File: config.mk
export PLATFORM = sky130hd
export DESIGN_NAME = mwo_arith
export DESIGN_NICKNAME = d
export VERILOG_FILES = /design/src/sv/mwo_pkg.sv /design/src/sv/mwo_arith.sv
export SDC_FILE = /design/constraint.sdc
export NUM_CORES = 2
export LEC_CHECK = 0
export BUFFER_PORTS_ARGS = -buffer_cell sky130_fd_sc_hd__buf_4
export CAP_MARGIN = 20
export CORE_ASPECT_RATIO = 0.6
export CORE_MARGIN = 1
export CORE_UTILIZATION = 45
export CTS_CLUSTER_SIZE = 16
export DETAILED_ROUTE_END_ITERATION = 10
export MAX_ROUTING_LAYER = met4
export SLEW_MARGIN = 30
export SYNTH_ARGS = -nofsm -noshare
export SYNTH_HDL_FRONTEND = slang
export SYNTH_SLANG_ARGS = --single-unit
File: constraint.sdc
create_clock -name clk -period 9.55 [get_ports clk]
set_input_delay 0.4775 -clock clk [delete_from_list [all_inputs] [get_ports clk]]
set_output_delay 0.4775 -clock clk [all_outputs]
set_load 0.02 [all_outputs]
File: src/sv/mwo_pkg.sv
// Package for the mecanum wheel odometry core: shared constants, codes and types.
// Used by mwo_arith and mecanum_wheel_odometry_core; depends on nothing else.
package mwo_pkg;

    localparam logic [29:0] NSEC_PER_SEC = 30'd1000000000;

    localparam int MUL_A_W = 34;
    localparam int MUL_B_W = 32;
    localparam int PROD_W  = MUL_A_W + MUL_B_W;
    localparam int DEN_W   = 47;
    localparam int QUO_W   = 32;
    localparam int K_W     = 62;

    localparam int          CFG_IDX_W          = 2;
    localparam logic [1:0]  CFG_TICK_TO_RADIAN = 2'd0;
    localparam logic [1:0]  CFG_WHEEL_RADIUS   = 2'd1;
    localparam logic [1:0]  CFG_HALF_L_PLUS_W  = 2'd2;

    localparam logic [31:0] TICK_TO_RADIAN_RST = 32'd128505122;
    localparam logic [15:0] WHEEL_RADIUS_RST   = 16'd4588;
    localparam logic [17:0] HALF_L_PLUS_W_RST  = 18'd24183;

    typedef enum logic [1:0] {
        ST_OK      = 2'd0,
        ST_GAP     = 2'd1,
        ST_ZERO_DT = 2'd2
    } status_t;

    typedef enum logic [2:0] {
        ACC_HOLD     = 3'd0,
        ACC_LOAD     = 3'd1,
        ACC_ADD      = 3'd2,
        ACC_DIV_INIT = 3'd3,
        ACC_DIV_STEP = 3'd4
    } acc_op_t;

    typedef struct packed {
        logic               mul_en;
        acc_op_t            op;
        logic [1:0]         sh;
        logic [MUL_A_W-1:0] a;
        logic [MUL_B_W-1:0] b;
        logic [DEN_W-1:0]   den;
    } arith_cmd_t;

endpackage

File: src/sv/mwo_arith.sv
// Shared arithmetic unit: a registered 34 x 32 multiplier, a shifting accumulator
// and a one-bit-per-cycle restoring divider. Depends on mwo_pkg.
module mwo_arith
    import mwo_pkg::*;
#(
    parameter int ACC_W = 80
)
(
    input  logic              clk,
    input  arith_cmd_t        cmd,
    output logic [PROD_W-1:0] prod,
    output logic [QUO_W-1:0]  quo,
    output logic              ovf
);

    logic [PROD_W-1:0] prod_reg;
    logic [1:0]        sh_reg;
    logic [ACC_W-1:0]  acc_reg;
    logic [DEN_W-1:0]  rem_reg;
    logic [QUO_W-1:0]  dvd_reg;
    logic [QUO_W-1:0]  quo_reg;
    logic              ovf_reg;

    logic [ACC_W-1:0]  addend;
    logic [DEN_W:0]    trial;
    logic [DEN_W:0]    diff;
    logic              fits;
    logic              ovf_next;

    always_comb
    begin
        addend   = ACC_W'(prod_reg) << {sh_reg, 5'b00000};
        trial    = {rem_reg, dvd_reg[QUO_W-1]};
        diff     = trial - {1'b0, cmd.den};
        fits     = trial >= {1'b0, cmd.den};
        ovf_next = (|acc_reg[ACC_W-1:32+DEN_W]) || (acc_reg[32+DEN_W-1:32] >= cmd.den);
    end

    always_ff @(posedge clk)
    begin
        if (cmd.mul_en)
        begin
            prod_reg <= PROD_W'(cmd.a) * PROD_W'(cmd.b);
            sh_reg   <= cmd.sh;
        end
        unique case (cmd.op)
            ACC_HOLD:
            begin
            end
            ACC_LOAD:
            begin
                acc_reg <= addend;
            end
            ACC_ADD:
            begin
                acc_reg <= acc_reg + addend;
            end
            ACC_DIV_INIT:
            begin
                rem_reg <= acc_reg[32+DEN_W-1:32];
                dvd_reg <= acc_reg[QUO_W-1:0];
                quo_reg <= '0;
                ovf_reg <= ovf_next;
            end
            ACC_DIV_STEP:
            begin
                rem_reg <= fits ? diff[DEN_W-1:0] : trial[DEN_W-1:0];
                dvd_reg <= {dvd_reg[QUO_W-2:0], 1'b0};
                quo_reg <= {quo_reg[QUO_W-2:0], fits};
            end
            default:
            begin
            end
        endcase
    end

    assign prod = prod_reg;
    assign quo  = quo_reg;
    assign ovf  = ovf_reg;

endmodule
[Word level (Yosys, flattened, before mapping)]
Index checks and enable logic that the tools add are counted.
Word-level totals
  input port bits: 120
  register bits: 260
  output and inout bits: 99
  logic and storage cells: 25
Cells by class
  eq/ne operators: 4
  order comparisons: 2
  shifts and indexed selects: 1
  reductions and logical operators: 3
  add/subtract/negate cells: 2
  multiplexer cells: 5
  multiply operators: 1
Operators by type and width (count)
  80-bit case mux with 2 select lines: 1
  32-bit case mux with 2 select lines: 2
  47-bit case mux with 2 select lines: 1
  80-bit adder: 1
  66-bit by 7-bit left shift with 80-bit output: 1
  34-bit by 32-bit multiplier with 66-bit output: 1
  48-bit by 47-bit greater-or-equal comparator with 1-bit output: 1
  47-bit greater-or-equal comparator: 1
  47-bit 2-to-1 mux: 1
  47-bit subtractor: 1
  3-bit by 2-bit equality test with 1-bit output, second input constant: 2
  2-bit nonzero test: 2
  3-bit by 1-bit equality test with 1-bit output, second input constant: 1
  3-bit equality test, second input constant: 1
  1-bit logical OR: 1

[Logic depth before layout (Yosys ltp)]
  depth after elaboration: 3
  depth in mapped cells: 30
  gate-level depth less buffers: 27

[Worst setup path before layout]
Ideal clock, no wire load.
  kind: input to register
  from: input cmd[49] in the netlist's numbering
  to: register prod_reg[51] (netlist: prod[51]) (data pin)
  path buffers: 3
  stages: 29
  data arrival time: 7525 ps
  library setup time: 260 ps
  path slack: 1766 ps
  data required time: 9290 ps
  path through: clkbuf_1 -> clkbuf_1 -> nand2_1 -> fa_1 -> inv_1 -> fa_1 -> fa_1 -> inv_1 -> fa_1 -> inv_1 -> fa_1 -> inv_1 -> fa_1 -> fa_1 -> fa_1 -> inv_1 -> ha_1 -> buf_2 -> a21o_1 -> a21o_1 -> a21o_1 -> a21o_1 -> a21o_1 -> a2111oi_0 -> a211oi_2 -> a21boi_1 -> o21ai_1 -> a31oi_1 -> xnor2_1
On the way
  longest elaborated chain between the ends: 1
Ends and longest elaborated chain
  start, declared: line mwo_arith.sv:10  | input arith_cmd_t cmd,
  34-bit by 32-bit multiplier with 66-bit output: line mwo_arith.sv:43  | prod_reg <= PROD_W'(cmd.a) * PROD_W'(cmd.b);
  end signal, assigned: line mwo_arith.sv:43
  end, declared: line mwo_arith.sv:16  | logic [PROD_W-1:0] prod_reg;
No other way between the ends.
A chain may end at the register's enable or synchronous reset.

[Worst setup path after layout]
  from: input cmd[108] in the netlist's numbering
  to: register prod_reg[65] (netlist: prod[65]) (data pin)
The elaborated chain is that of the path after synthesis.

==> impl_results.md <==
- Port bufs: 218
- Finished Layout Cells: 7,570
- Max cap viols: 0
- Die width: 451 um
- IO Pins: 219
- DRT iter0 DRCs: 3,823
- Htree depth: 1
- Max reg flops: 80
- Critical path's top delay family: adder cells
- Violated checks: design-rule violations
- TritonCTS buffer count: 26
- RR Endpoint: acc_reg[76]
- Final number of max-transition violations: 0
- Critical path type: in -> reg
- Final hold violations: 0
- DRT Wirelength: 173,000 um
- RSZ-0062 raised after global routing: no
- Clock latency on the worst-skew pair: 0.59 ns
- Syn Nets: 7,535
- Initial core utilization: 45.6%
- Data arrival, critical path: 8.57 ns
- Clock skew: 0.0269 ns
- Crit. End Element: flip-flop
- EDFF count, synth: 260
- Post-DR vias/cell: 5.57
- Register bit total from synthesis: 260
- Die height: 271 um
- Clk slew on worst S/H paths: 0.08 ns
- Crit Path Max Fanout: 32
- Max Freq: 0.121 GHz
- Slew @ Worst Pin: 0.986 ns
- Area delta synth->final: 6.33%
- GP Congestion: 1.00
- Most frequent cells in the layout: inv_1, nand2_1, fa_1
- Critical Path Max Stage Delay: 0.61 ns
- Outcome: finished with violations
- Residual DRC: 10
- Final HPWL DP: 136,000 um
- Largest net degree at the start of global routing: 85
- DP Cell Count: 7,520
- GRT Residual Overflow: 0
- Hold depth: 1
- TritonRoute pass-1 iters: 9
- Post-CTS Resized: 0
- Min-Delay Endpoint: sh_reg[0]
- Setup-failing EPs final: 0
- Bufs and invs on worst path: 6
- Worst R2R Setup Slack: 3.85 ns
- Hold Crit Start: cmd[113]
- Setup TNS: 0 ns
- Num rows: 98
- Antenna violations before repair: 11
- Cell variety after synth: 83
- Core area: 120,000 um2
- Die area: 122,000 um2
- Leading area contributor after synthesis: fa_1
- Post-CTS setup buffer count: 0
- Ys flop type: edfxtp_1
- CTS root buffer: clkbuf_16
- Reg2reg start: sh_reg[0]
- Vias: 42,100
- Most common cell after layout, fill and taps aside: inv_1
- Number of global-route vias before repair: 42,400
- Reg2Reg Depth: 18
- Avg WL per Cell: 22.9 um
- Fin crit share: 86.3%
- # nets final: 7,464
- Most used cell, CP: fa_1
- Final Worst Setup Slack: 1.30 ns
- CTS sink cnt: 260
- CP max-delay cell: fa_1
- Hold Path Class: in -> reg
- Minimum clock period after layout: 8.25 ns
- Hold buffer count at cts: 0
- Post-Syn Area per Cell: 9.05 um2
- Post-route cell area: 57,900 um2
- Synth top area cells: fa_1, edfxtp_1, ha_1
- Synth Cell Area: 54,500 um2
- Pre-CTS setup slack: 0.858 ns
- Synthesized instance count: 6,019
- Placement Cell Area: 57,000 um2
- Critical Path Source Type: input port
- Sequential area share after synthesis: 14.3%
- ANT nets after route: 0
- Yosys warnings: 0
- Gr usage total: 29.3%
- Longest Clk Path Bufs: 3
- CTS tree: built
- Share of the synthesized area in the top cell type: 35.2%
- Headroom to the max-slew limit: 33.4%
- Async set-reset flop share out of synthesis: 0%
- First-pass GRT wire length: 265,000 um
- WP data required: 9.87 ns
- Layout cells sized above 1: 5.61%
## area by class of cell
cell class,instances,area (um2)
antenna,3,7.51
clock buffer,27,654
clock inverter,20,253
fill,11400,61600
inverter,1027,3850
multi-input combinational,4399,41600
sequential,260,7810
tap,1600,2000
timing repair buffer,234,1760
## cells in the mapped netlist (all sizes together), types with 55 or more instances
| cell type | number |
|---|---|
| a21o | 165 |
| a21oi | 228 |
| and2 | 509 |
| and3 | 55 |
| clkbuf | 320 |
| edfxtp | 260 |
| fa | 958 |
| ha | 438 |
| inv | 1027 |
| mux2i | 77 |
| nand2 | 959 |
| nand4 | 58 |
| nor2 | 157 |
| o21ai | 216 |
| xnor2 | 113 |
| xor2 | 67 |
## cells by family (layout without fill, tap and decap cells)
| group | Yosys count | after routing | share of synthesized area, % |
|---|---|---|---|
| DFF | 260 | 260 | 14.3 |
| muxes | 82 | 82 | 1.52 |
| AOI/OAI and AO/OA | 846 | 846 | 10.0 |
| and+or+nand+nor | 1895 | 1895 | 16.6 |
| adders and majority gates | 1396 | 1396 | 45.3 |
| xor gates and xnor gates | 180 | 180 | 2.89 |
| buffers and inverters | 1360 | 1308 | 9.40 |
| other | 0 | 3 | 0 |
## how the worst max path moves through the flow
stage,from,end,slack [ns],cells past startpoint
finish,cmd[108],prod[65],1.30,25
global route,cmd[107],prod[65],1.02,25
CTS,cmd[108],prod[65],1.44,25
detailed placement,cmd[108],prod[65],0.86,25
global placement,cmd[108],prod[65],0.91,25
floorplan,cmd[49],prod[51],1.77,29
## metal layers
metal,GRT usage (%),wire length [um],up-vias
li1,-,-,18800
met1,44.7,82500,21200
met2,38.0,67500,1891
met3,9.00,20100,178
met4,4.56,3010,0
met5,-,0,-
## worst reg2reg max path: stages (launching register included)
cell	delay, ns
edfxtp_1	0.33
buf_4	0.57
nor2_2	0.04
buf_4	0.25
and2_1	0.23
ha_1	0.23
inv_1	0.09
fa_1	0.22
nor2b_1	0.08
o2111ai_1	0.24
a21oi_1	0.19
o41ai_2	0.66
o21ai_2	0.26
a211oi_2	0.69
o21ai_1	0.25
o31a_1	0.43
a2111oi_4	0.38
mux2i_1	0.23
nor2_1	0.06
## through the flow
| stage | hold slack, ns | util, % |
|---|---|---|
| floorplan | 0.484 | - |
| global placement | 0.489 | 47.7 |
| detailed placement | 0.495 | 47.7 |
| CTS | 0.0308 | 48.4 |
| global route | 0.0345 | 48.4 |
| finish | 0.0537 | 48.4 |
Power is not shown: default switching activity piles up to over one toggle a cycle in this logic, so the estimate is an artifact.
